### src/rtl/dltb_pkg.sv
package dltb_pkg;

    localparam int ACC_W = 64;

    localparam logic [7:0] CH_ZERO = 8'h30;
    localparam logic [7:0] CH_NINE = 8'h39;

    // largest accumulator that can take one more digit without wrapping
    localparam logic [ACC_W-1:0] ACC_LIM   = 64'd1844674407370955161;
    localparam logic [3:0]       LIM_DIGIT = 4'd5;

    typedef enum logic [3:0] {
        TC_BYTE = 4'd0,
        TC_U8   = 4'd1,
        TC_I8   = 4'd2,
        TC_U16  = 4'd3,
        TC_I16  = 4'd4,
        TC_U32  = 4'd5,
        TC_I32  = 4'd6,
        TC_U64  = 4'd7,
        TC_I64  = 4'd8,
        TC_F32  = 4'd9,
        TC_F64  = 4'd10
    } t_type_code;

    typedef enum logic [2:0] {
        ST_OK           = 3'd0,
        ST_NOT_INT      = 3'd1,
        ST_EMPTY_BAD    = 3'd2,
        ST_NEG_UNSIGNED = 3'd3,
        ST_RANGE        = 3'd4
    } t_status;

    typedef enum logic [1:0] {
        SZ_8  = 2'd0,
        SZ_16 = 2'd1,
        SZ_32 = 2'd2,
        SZ_64 = 2'd3
    } t_size;

    typedef struct packed {
        logic [7:0] digit_char;
        logic       is_last;
        logic       empty_literal;
        logic       negative;
        logic [3:0] type_code;
    } t_in_item;

    typedef struct packed {
        logic [63:0] value_bits;
        logic [2:0]  status;
    } t_out_item;

    // literal as it stands after its terminating character
    typedef struct packed {
        logic [ACC_W-1:0] acc;
        logic             overflow;
        logic             bad_char;
        logic             empty;
        logic             negative;
        logic [3:0]       type_code;
    } t_snap;

    typedef struct packed {
        logic  is_int;
        logic  is_signed;
        t_size size;
    } t_type_info;

    function automatic t_type_info type_info(input logic [3:0] code);
        t_type_info ti;
        ti = '{is_int: 1'b1, is_signed: 1'b0, size: SZ_8};
        case (code)
            TC_BYTE, TC_U8: ti.size = SZ_8;
            TC_I8:          begin ti.size = SZ_8;  ti.is_signed = 1'b1; end
            TC_U16:         ti.size = SZ_16;
            TC_I16:         begin ti.size = SZ_16; ti.is_signed = 1'b1; end
            TC_U32:         ti.size = SZ_32;
            TC_I32:         begin ti.size = SZ_32; ti.is_signed = 1'b1; end
            TC_U64:         ti.size = SZ_64;
            TC_I64:         begin ti.size = SZ_64; ti.is_signed = 1'b1; end
            default:        ti.is_int = 1'b0;
        endcase
        return ti;
    endfunction

    function automatic logic [ACC_W-1:0] width_mask(input t_size sz);
        logic [ACC_W-1:0] m;
        case (sz)
            SZ_8:    m = 64'h0000_0000_0000_00FF;
            SZ_16:   m = 64'h0000_0000_0000_FFFF;
            SZ_32:   m = 64'h0000_0000_FFFF_FFFF;
            default: m = 64'hFFFF_FFFF_FFFF_FFFF;
        endcase
        return m;
    endfunction

    // 2^(w-1), the magnitude of the most negative value
    function automatic logic [ACC_W-1:0] sign_half(input t_size sz);
        logic [ACC_W-1:0] h;
        case (sz)
            SZ_8:    h = 64'h0000_0000_0000_0080;
            SZ_16:   h = 64'h0000_0000_0000_8000;
            SZ_32:   h = 64'h0000_0000_8000_0000;
            default: h = 64'h8000_0000_0000_0000;
        endcase
        return h;
    endfunction

endpackage

### src/rtl/dltb_accum.sv
module dltb_accum (
    input  logic              i_clk,
    input  logic              i_rst_n,
    input  logic              i_load,
    input  dltb_pkg::t_in_item i_item,
    input  logic              i_snap_take,
    output logic              o_snap_valid,
    output dltb_pkg::t_snap   o_snap
);

    logic [dltb_pkg::ACC_W-1:0] r_acc;
    logic                       r_ovf;
    logic                       r_bad;
    logic                       r_snap_valid;
    dltb_pkg::t_snap            r_snap;

    logic                       is_digit;
    logic [3:0]                 digit;
    logic                       ovf_now;
    logic                       term;
    logic [dltb_pkg::ACC_W-1:0] acc_x10;
    logic [dltb_pkg::ACC_W-1:0] n_acc;
    logic                       n_ovf;
    logic                       n_bad;

    always_comb begin
        is_digit = (i_item.digit_char >= dltb_pkg::CH_ZERO) &&
                   (i_item.digit_char <= dltb_pkg::CH_NINE);
        digit    = i_item.digit_char[3:0];
        // times ten as two shifted copies
        acc_x10  = {r_acc[dltb_pkg::ACC_W-4:0], 3'b000} +
                   {r_acc[dltb_pkg::ACC_W-2:0], 1'b0} +
                   {{(dltb_pkg::ACC_W-4){1'b0}}, digit};
        ovf_now  = is_digit && ((r_acc > dltb_pkg::ACC_LIM) ||
                   ((r_acc == dltb_pkg::ACC_LIM) && (digit > dltb_pkg::LIM_DIGIT)));
        n_acc    = is_digit ? acc_x10 : r_acc;
        n_ovf    = r_ovf | ovf_now;
        n_bad    = r_bad | ~is_digit;
        term     = i_item.empty_literal | i_item.is_last;
    end

    always_ff @(posedge i_clk) begin
        if (!i_rst_n) begin
            r_acc        <= '0;
            r_ovf        <= 1'b0;
            r_bad        <= 1'b0;
            r_snap_valid <= 1'b0;
        end else begin
            if (i_load && term) begin
                r_acc        <= '0;
                r_ovf        <= 1'b0;
                r_bad        <= 1'b0;
                r_snap_valid <= 1'b1;
            end else begin
                if (i_load) begin
                    r_acc <= n_acc;
                    r_ovf <= n_ovf;
                    r_bad <= n_bad;
                end
                if (i_snap_take) begin
                    r_snap_valid <= 1'b0;
                end
            end
        end
    end

    always_ff @(posedge i_clk) begin
        if (i_load && term) begin
            r_snap.acc       <= n_acc;
            r_snap.overflow  <= n_ovf;
            r_snap.bad_char  <= n_bad;
            r_snap.empty     <= i_item.empty_literal;
            r_snap.negative  <= i_item.negative;
            r_snap.type_code <= i_item.type_code;
        end
    end

    assign o_snap_valid = r_snap_valid;
    assign o_snap       = r_snap;

endmodule

### src/rtl/dltb_check.sv
module dltb_check (
    input  logic                i_clk,
    input  logic                i_rst_n,
    input  logic                i_load,
    input  dltb_pkg::t_snap     i_snap,
    input  logic                i_out_take,
    output logic                o_valid,
    output dltb_pkg::t_out_item o_item
);

    dltb_pkg::t_type_info       ti;
    logic [dltb_pkg::ACC_W-1:0] mask;
    logic [dltb_pkg::ACC_W-1:0] maximum;
    logic [dltb_pkg::ACC_W-1:0] signed_bits;
    dltb_pkg::t_status          status;
    dltb_pkg::t_out_item        n_item;
    logic                       r_valid;
    dltb_pkg::t_out_item        r_item;

    always_comb begin
        ti          = dltb_pkg::type_info(i_snap.type_code);
        mask        = dltb_pkg::width_mask(ti.size);
        if (ti.is_signed) begin
            maximum = dltb_pkg::sign_half(ti.size) -
                      {{(dltb_pkg::ACC_W-1){1'b0}}, ~i_snap.negative};
        end else begin
            maximum = mask;
        end
        signed_bits = i_snap.negative ? ('0 - i_snap.acc) : i_snap.acc;

        if (!ti.is_int) begin
            status = dltb_pkg::ST_NOT_INT;
        end else if (i_snap.empty || i_snap.bad_char) begin
            status = dltb_pkg::ST_EMPTY_BAD;
        end else if (i_snap.negative && !ti.is_signed) begin
            status = dltb_pkg::ST_NEG_UNSIGNED;
        end else if (i_snap.overflow || (i_snap.acc > maximum)) begin
            status = dltb_pkg::ST_RANGE;
        end else begin
            status = dltb_pkg::ST_OK;
        end

        n_item.status     = status;
        n_item.value_bits = (status == dltb_pkg::ST_OK) ? (signed_bits & mask) : '0;
    end

    always_ff @(posedge i_clk) begin
        if (!i_rst_n) begin
            r_valid <= 1'b0;
        end else if (i_load) begin
            r_valid <= 1'b1;
        end else if (i_out_take) begin
            r_valid <= 1'b0;
        end
    end

    always_ff @(posedge i_clk) begin
        if (i_load) begin
            r_item <= n_item;
        end
    end

    assign o_valid = r_valid;
    assign o_item  = r_item;

endmodule

### src/rtl/decimal_literal_to_typed_bits.sv
// Decimal literal to typed bits: characters of an unsigned decimal literal
// come in one per transaction, most significant first, and are folded into a
// 64-bit accumulator as value*10+digit; the transaction flagged is_last (or
// one flagged empty_literal) also carries the sign and the target type code,
// and produces exactly one result transaction with the two's complement bits
// masked to the type width, or zero bits with an error status. A new
// character is taken every cycle while o_stall is low; the multiply-by-ten
// update of the accumulator (two shifts and a three-input 64-bit add) is the
// only arithmetic loop. A terminating character passes through the input
// register, the final-value register and the result register, in that
// order. A stall on the result side backs up through those three registers
// before the input side sees stall.
module decimal_literal_to_typed_bits (
    input  logic                i_clk,
    input  logic                i_rst_n,
    input  logic                i_valid,
    output logic                o_stall,
    input  dltb_pkg::t_in_item  i_data,
    output logic                o_valid,
    input  logic                i_stall,
    output dltb_pkg::t_out_item o_data
);

    // input register
    logic               r_in_valid;
    dltb_pkg::t_in_item r_in;

    // handshake between the stages
    logic               in_accept;
    logic               in_term;
    logic               in_move;
    logic               snap_valid;
    dltb_pkg::t_snap    snap;
    logic               out_ready;
    logic               snap_take;
    logic               snap_ready;
    logic               out_take;

    assign out_take   = o_valid & ~i_stall;
    // result register free, or emptied this cycle
    assign out_ready  = ~o_valid | ~i_stall;
    assign snap_take  = snap_valid & out_ready;
    assign snap_ready = ~snap_valid | out_ready;

    // only a terminating character needs room in the final-value register
    assign in_term    = r_in.empty_literal | r_in.is_last;
    assign in_move    = r_in_valid & (~in_term | snap_ready);
    assign o_stall    = r_in_valid & ~in_move;
    assign in_accept  = i_valid & ~o_stall;

    always_ff @(posedge i_clk) begin
        if (!i_rst_n) begin
            r_in_valid <= 1'b0;
        end else if (in_accept) begin
            r_in_valid <= 1'b1;
        end else if (in_move) begin
            r_in_valid <= 1'b0;
        end
    end

    // payload needs no reset
    always_ff @(posedge i_clk) begin
        if (in_accept) begin
            r_in <= i_data;
        end
    end

    // accumulator, sticky flags and the final-value register
    dltb_accum u_accum (
        .i_clk        (i_clk),
        .i_rst_n      (i_rst_n),
        .i_load       (in_move),
        .i_item       (r_in),
        .i_snap_take  (snap_take),
        .o_snap_valid (snap_valid),
        .o_snap       (snap)
    );

    // type, sign and range checks into the result register
    dltb_check u_check (
        .i_clk      (i_clk),
        .i_rst_n    (i_rst_n),
        .i_load     (snap_take),
        .i_snap     (snap),
        .i_out_take (out_take),
        .o_valid    (o_valid),
        .o_item     (o_data)
    );

endmodule

### config.mk
export PLATFORM = sky130hd
export DESIGN_NAME = decimal_literal_to_typed_bits
export DESIGN_NICKNAME = d
export VERILOG_FILES = /design/src/rtl/dltb_pkg.sv /design/src/rtl/dltb_accum.sv /design/src/rtl/dltb_check.sv /design/src/rtl/decimal_literal_to_typed_bits.sv
export SDC_FILE = /design/constraint.sdc
export NUM_CORES = 1
export LEC_CHECK = 0
export BUFFER_PORTS_ARGS = -buffer_cell sky130_fd_sc_hd__clkbuf_2
export CAP_MARGIN = 10
export CORE_MARGIN = 2
export CORE_UTILIZATION = 50
export CTS_CLUSTER_SIZE = 28
export DETAILED_ROUTE_END_ITERATION = 8
export PLACE_DENSITY = 0.75
export SLEW_MARGIN = 30
export SYNTH_ARGS = -nofsm -noshare
export SYNTH_HDL_FRONTEND = slang
export SYNTH_HIERARCHICAL = 1
export SYNTH_SLANG_ARGS = --single-unit
### constraint.sdc
create_clock -name i_clk -period 10 [get_ports i_clk]
set_input_delay 0.5 -clock i_clk [delete_from_list [all_inputs] [get_ports i_clk]]
set_output_delay 0.5 -clock i_clk [all_outputs]
set_load 0.005 [all_outputs]
Yosys cells after proc, flatten, opt, wreduce, memory -nomap -nowiden
Cells that the tools add are included.
Widths: inputs -> output; s select.
{"block": "totals", "reg_bits": 223, "in_bits": 19, "out_inout_bits": 69, "wordCells": 100}
{"block": "classes", "add_sub_neg": 4, "order_cmp": 5, "eq_ne": 11, "n_mux": 19, "n_bitwise": 21, "n_reduce_logical": 21}
{"operator": "$pmux 64 s3", "count": 2}
{"operator": "$mux 64", "count": 4}
{"operator": "$add 64x4->64", "count": 1}
{"operator": "$add 64x64->64", "count": 1}
{"operator": "$and 64x64->64", "count": 1}
{"operator": "$eq 64x61->1 const B", "count": 1}
{"operator": "$gt 64x61->1 const B", "count": 1}
{"operator": "$gt 64x64->1", "count": 1}
{"operator": "$sub 1x64->64 const A", "count": 1}
{"operator": "$sub 64x1->64", "count": 1}
{"operator": "$eq 4x3->1 const B", "count": 4}
{"operator": "$mux 3", "count": 4}
{"operator": "$not 1->1", "count": 9}
{"operator": "$reduce_or 9->1", "count": 1}
{"operator": "$eq 4x2->1 const B", "count": 2}
{"operator": "$ge 8x6->1 const B", "count": 1}
{"operator": "$le 8x6->1 const B", "count": 1}
{"operator": "$mux 1", "count": 8}
{"operator": "$reduce_or 2->1", "count": 4}
{"operator": "$or 1x1->1", "count": 6}
{"operator": "$pmux 2 s3", "count": 1}
{"operator": "$reduce_bool 2->1", "count": 3}
{"operator": "$and 1x1->1", "count": 5}
{"operator": "$logic_and 1x1->1", "count": 5}
{"operator": "11 further kinds", "count": 13}

Logic depth before layout (Yosys ltp)
{"block": "depth", "depth_word": 15, "ltp_mapped": 21, "ltp_nobuf": 18}

Hierarchy
The synthesis kept the hierarchy.
{"module": "dltb_accum", "instances": 1, "cells_each": 1091, "area_per_inst_um2": 9933.3, "seq_area_each_um2": 3503.4}
{"module": "dltb_check", "instances": 1, "cells_each": 576, "area_per_inst_um2": 5612.9, "seq_area_each_um2": 2031.9}
{"module": "decimal_literal_to_typed_bits", "instances": 1, "cells_each": 27, "area_per_inst_um2": 536.8, "seq_area_each_um2": 470.5}

Least setup slack after synthesis
OpenSTA, ideal clock, no wires.
{"block": "synth_path", "path_kind": "reg-to-reg", "start": "register u_accum.r_snap, in the netlist u_accum/o_snap[2]", "end": "register u_check.r_item, in the netlist u_check/o_item[37] (data pin)", "setup_time_ps": 157, "arrival_time_ps": 4138, "required_time_ps": 9843, "slack_ps": 5705, "path_stages_with_launch": 19, "path_buffers": 2, "synth_period_minus_slack_ps": 4295, "path_cell_list": "edfxtp_1 nor4b_4 a21oi_1 inv_1 ha_1 inv_1 ha_1 nand2_1 a21boi_0 ha_1 a21oi_1 o21ai_0 a2111oi_0 o221ai_1 a211oi_1 a21oi_1 buf_2 buf_6 nor3_1"}
{"block": "synth_between", "elab_chain_cells": 15, "elab_cells_between_ends": 35, "cone_classes": "add/sub (1); order compare (1); eq/ne (10); mux (11); bitwise (1); reduce/logical (11)"}
{"element": "start, declared", "line": "dltb_accum.sv:15", "rtl": "dltb_pkg::t_snap r_snap;"}
{"element": "$eq 4x3->1 (tied with other cells)", "line": "dltb_pkg.sv:73", "rtl": "case (code)"}
{"element": "$reduce_or 2->1 (no source line)"}
{"element": "$pmux 2 s3", "line": "dltb_pkg.sv:73"}
{"element": "$eq 2x2->1 (tied with other cells)", "line": "dltb_pkg.sv:89, dltb_pkg.sv:101"}
{"element": "$pmux 64 s3", "line": "dltb_pkg.sv:101", "rtl": "case (sz)"}
{"element": "$mux 64", "line": "dltb_check.sv:23", "rtl": "if (ti.is_signed) begin"}
{"element": "$sub 64x1->64", "line": "dltb_check.sv:24", "rtl": "maximum = dltb_pkg::sign_half(ti.size) -"}
{"element": "$mux 64", "line": "dltb_check.sv:23"}
{"element": "$gt 64x64->1", "line": "dltb_check.sv:37", "rtl": "end else if (i_snap.overflow || (i_snap.acc > maximum)) begin"}
{"element": "$logic_or 1x1->1", "line": "dltb_check.sv:37"}
{"element": "$mux 3", "line": "dltb_check.sv:37"}
{"element": "$mux 3", "line": "dltb_check.sv:35", "rtl": "end else if (i_snap.negative && !ti.is_signed) begin"}
{"element": "$mux 3", "line": "dltb_check.sv:33", "rtl": "end else if (i_snap.empty || i_snap.bad_char) begin"}
{"element": "$mux 3", "line": "dltb_check.sv:31", "rtl": "if (!ti.is_int) begin"}
{"element": "$logic_not 3->1", "line": "dltb_check.sv:44", "rtl": "n_item.value_bits = (status == dltb_pkg::ST_OK) ? (signed_bits & mask) : '0;"}
{"element": "end signal, assigned", "line": "dltb_check.sv:59", "rtl": "r_item <= n_item;"}
{"element": "end, declared", "line": "dltb_check.sv:18", "rtl": "dltb_pkg::t_out_item r_item;"}
Parallel ways exist; a longest one is shown, timed or not. The select of a mux whose other input is x is not followed.
A chain may end at the register's enable or synchronous reset.

Worst setup path after layout
{"block": "layout_path", "start": "register u_accum.r_snap, in the netlist u_accum/o_snap[1]", "end": "register u_check.r_item, in the netlist u_check/o_item[17] (data pin)"}
The elaborated chain is that of the path after synthesis.

==> results.md <==
- Post-route ant nets: 0
- Most common cell after layout, fill and taps aside: nand2_1
- Pwr per Cell Area: 114 mW/mm²
- Commonest cells after routing, fill and taps aside: nand2_1, ha_1, edfxtp_1
- Leakage: 0.00699 µW
- WL/cell: 17.6 µm
- Placed Instances: 2120
- Startpoint types: flip-flop
- Yosys reg bits: 223
- Arr. time, crit path: 5540 ps
- Num CTS Buffers: 21
- Crit-path cells: nor2_1, nor2_1, a21oi_1, ha_1, inv_1, ha_1, nand2_1, nor2_1, a21oi_1, ha_1, a21o_1, a21o_1, a221oi_1, o21ai_0, a211oi_1, a21oi_4, buf_4, nor4_1
- FMAX: 0.191 GHz
- Cell Area, Synth: 0.0161 mm²
- Crit Path Max Fanout: 65
- Max IR drop VDD: 0.000101 V
- WS Path Type: flip-flop to flip-flop
- Hold/Removal Path Class: input pin to flip-flop
- Area share of the largest cell type after synthesis: 28.8%
- Worst path top cell family by delay: compound AO/OA/AOI/OAI gates
- Crit path buffers/inverters: 2
- Row cnt: 65
- Clk_lat worst skew: 510 ps
- Area of the core: 0.0316 mm²
- Hpwl dp: 29.4 mm
- Reg clk slew, reported paths: 70 ps
- Min Clock Period, post-route: 5230 ps
- Total routed wirelength: 37.9 mm
- Die Y: 183 µm
- Crit path largest cell delay: 610 ps
- Synthesized area per cell: 9.49 µm²
- Grt total ovfl: 0
- Fin. Hold Viols: 0
- Worst Max-Slew Pin Slew: 880 ps
- WHS: 155 ps
- Final net count: 1951
- H-tree depth: 1
- Clk sink count: 223
- Yosys warning total: 6
- Antenna Cells: 0
- P&R area growth vs syn: 8.80%
- Initial DRC count: 1288
- Synth area leader: edfxtp_1
- Sequential area share after synthesis: 37.3%
- Post CTS Setup Buffer Count: 0
- Largest cells by area after synthesis: edfxtp_1, ha_1, dfxtp_1, nand2_1, xor2_1
- DRC: 0
- Setup TNS: 0 ps
- Initial antenna violation count: 0
- Clk_skew: 29.5 ps
- CTS Root Cell: clkbuf_16
- Port bufs: 87
- Share of cells above drive strength 1: 12.0%
- Total of max-cap violations: 0
- Via count: 13000
- GRT Util Overall: 22.7%
- CTS tree: built
- First-pass GRT wire length: 62.8 mm
- Outcome: completed
- Clock buffer depth: 3
- Syn Inst Count: 1694
- Die area: 0.0336 mm²
- Ys async rst share: 0%
- Worst Setup End Kind: flip-flop
- Final setup fails: 0
- Largest net degree at the start of global routing: 85
- Die Wd: 183 µm
- Period utilization: 52.3%
- RSZ-0062 raised after global routing: no
- Initial core utilization: 50.8%
- CTS-repair resized insts: 0
- Slowest CP cell: a21oi_1
- CP required: 10310 ps
- Slew HR: 41.3%
- Most used DFF post-synth: edfxtp_1
- Detailed Routing Iterations Pass 1: 7
- Routed vias/inst: 6.04
- Final core occ: 55.3%
- Vias in the first global route: 12100
- Ports: 88
- Final Power: 1990 µW
- Hold Buf Count CTS: 0
- Mapped Nets: 1904
- GPL Wtd Cong: 0.968
- Number of synthesized flops with an enable pin: 154
- Synth cell types: 82
- Fin cells: 2158
- Slew Limit Fails: 0
-- sequential cells by signal, indices dropped and copies added, names as in the netlist --
name	flops
u_accum/o_snap	72
u_accum/r_acc	64
r_in	15
u_check/o_item	67
u_accum/r_bad	1
u_accum/o_snap_valid	1
u_accum/r_ovf	1
r_in_valid	1
u_check/o_valid	1
-- synthesized netlist by cell type (6+ instances only) --
cell type  instances
a211oi_1          13
a21boi_0           8
a21o_1            34
a21oi_1          131
a221oi_1           6
and2_1            16
and4_1             9
buf_2             16
clkbuf_1          50
dfxtp_1           69
edfxtp_1         154
ha_1             189
inv_1             32
mux2_2            35
mux2i_1           25
nand2_1          198
nand2b_1           9
nand3_1           43
nand4_1           41
nor2_1           100
nor2b_1            6
nor3_1            80
nor4_1            19
o211ai_1           7
o21a_1            10
o21ai_0          112
o21ai_1           10
o21bai_1          11
o221ai_1           8
o31ai_1           17
o41ai_1           12
or3_1             12
or4_1              7
xnor2_1           41
xor2_1            83
-- routing by layer --
metal,global-route usage (%),vias up,share of wire [%],routed length [µm]
li1,-,6435,-,-
met4,6.30,0,2.5,938
met5,0,-,0,0
met1,33.8,6156,49,18500
met2,35.2,380,44,16600
met3,2.08,58,5.0,1910
-- final timing paths --
check | slack [ps] | depth (start not counted) | startpoint | endpoint
worst max register to register | 4770 | 18 | u_accum/o_snap[1] | u_check/o_item[17]
worst min-delay path | 150 | 1 | i_data[14] | r_in[14]
worst min register to register | 420 | 0 | r_in[1] | u_accum/o_snap[1]
worst max-delay path | 4770 | 18 | u_accum/o_snap[1] | u_check/o_item[17]
-- metrics by stage --
| stage | instance area, µm² | setup slack [ps] |
|---|---|---|
| after global routing | 17500 | 4290 |
| after global placement | 16800 | 4900 |
| after floorplan | 16100 | 5710 |
| after CTS | 17500 | 4780 |
| final | 17500 | 4770 |
| after detailed placement | 16800 | 4770 |
-- logic make-up (layout without fill, tap and decap cells) --
family	Yosys count	after routing	synth area share, %
fa+ha+maj	191	191	15.0
compound gates	428	428	17.2
buf+inv	106	168	2.83
simple gates	562	562	16.9
flops	223	223	37.3
xor+xnor	124	124	6.75
mux	60	60	4.01
-- layout make-up --
| type | count | area, µm² |
|---|---|---|
| fill | 2743 | 14100 |
| multi-input combinational | 1365 | 9640 |
| sequential | 223 | 6010 |
| clock buffer | 28 | 603 |
| timing repair buffer | 98 | 518 |
| tap | 402 | 503 |
| inverter | 32 | 120 |
| clock inverter | 10 | 109 |
-- power by group --
group | switching (µW) | internal, µW | total (µW)
Sequential | 23.5 | 1020 | 1040
Combinational | 81.9 | 48.9 | 131
Clock | 342 | 478 | 820
Total | 447 | 1540 | 1990
-- worst register-to-register path, delay by kind of cell (launching register included) --
family,cells,cell delay [ps]
flops,1,460
fa+ha+maj,3,1130
buf+inv,2,490
compound gates,8,2230
simple gates,5,730
Power figures use the tool's default switching activity.
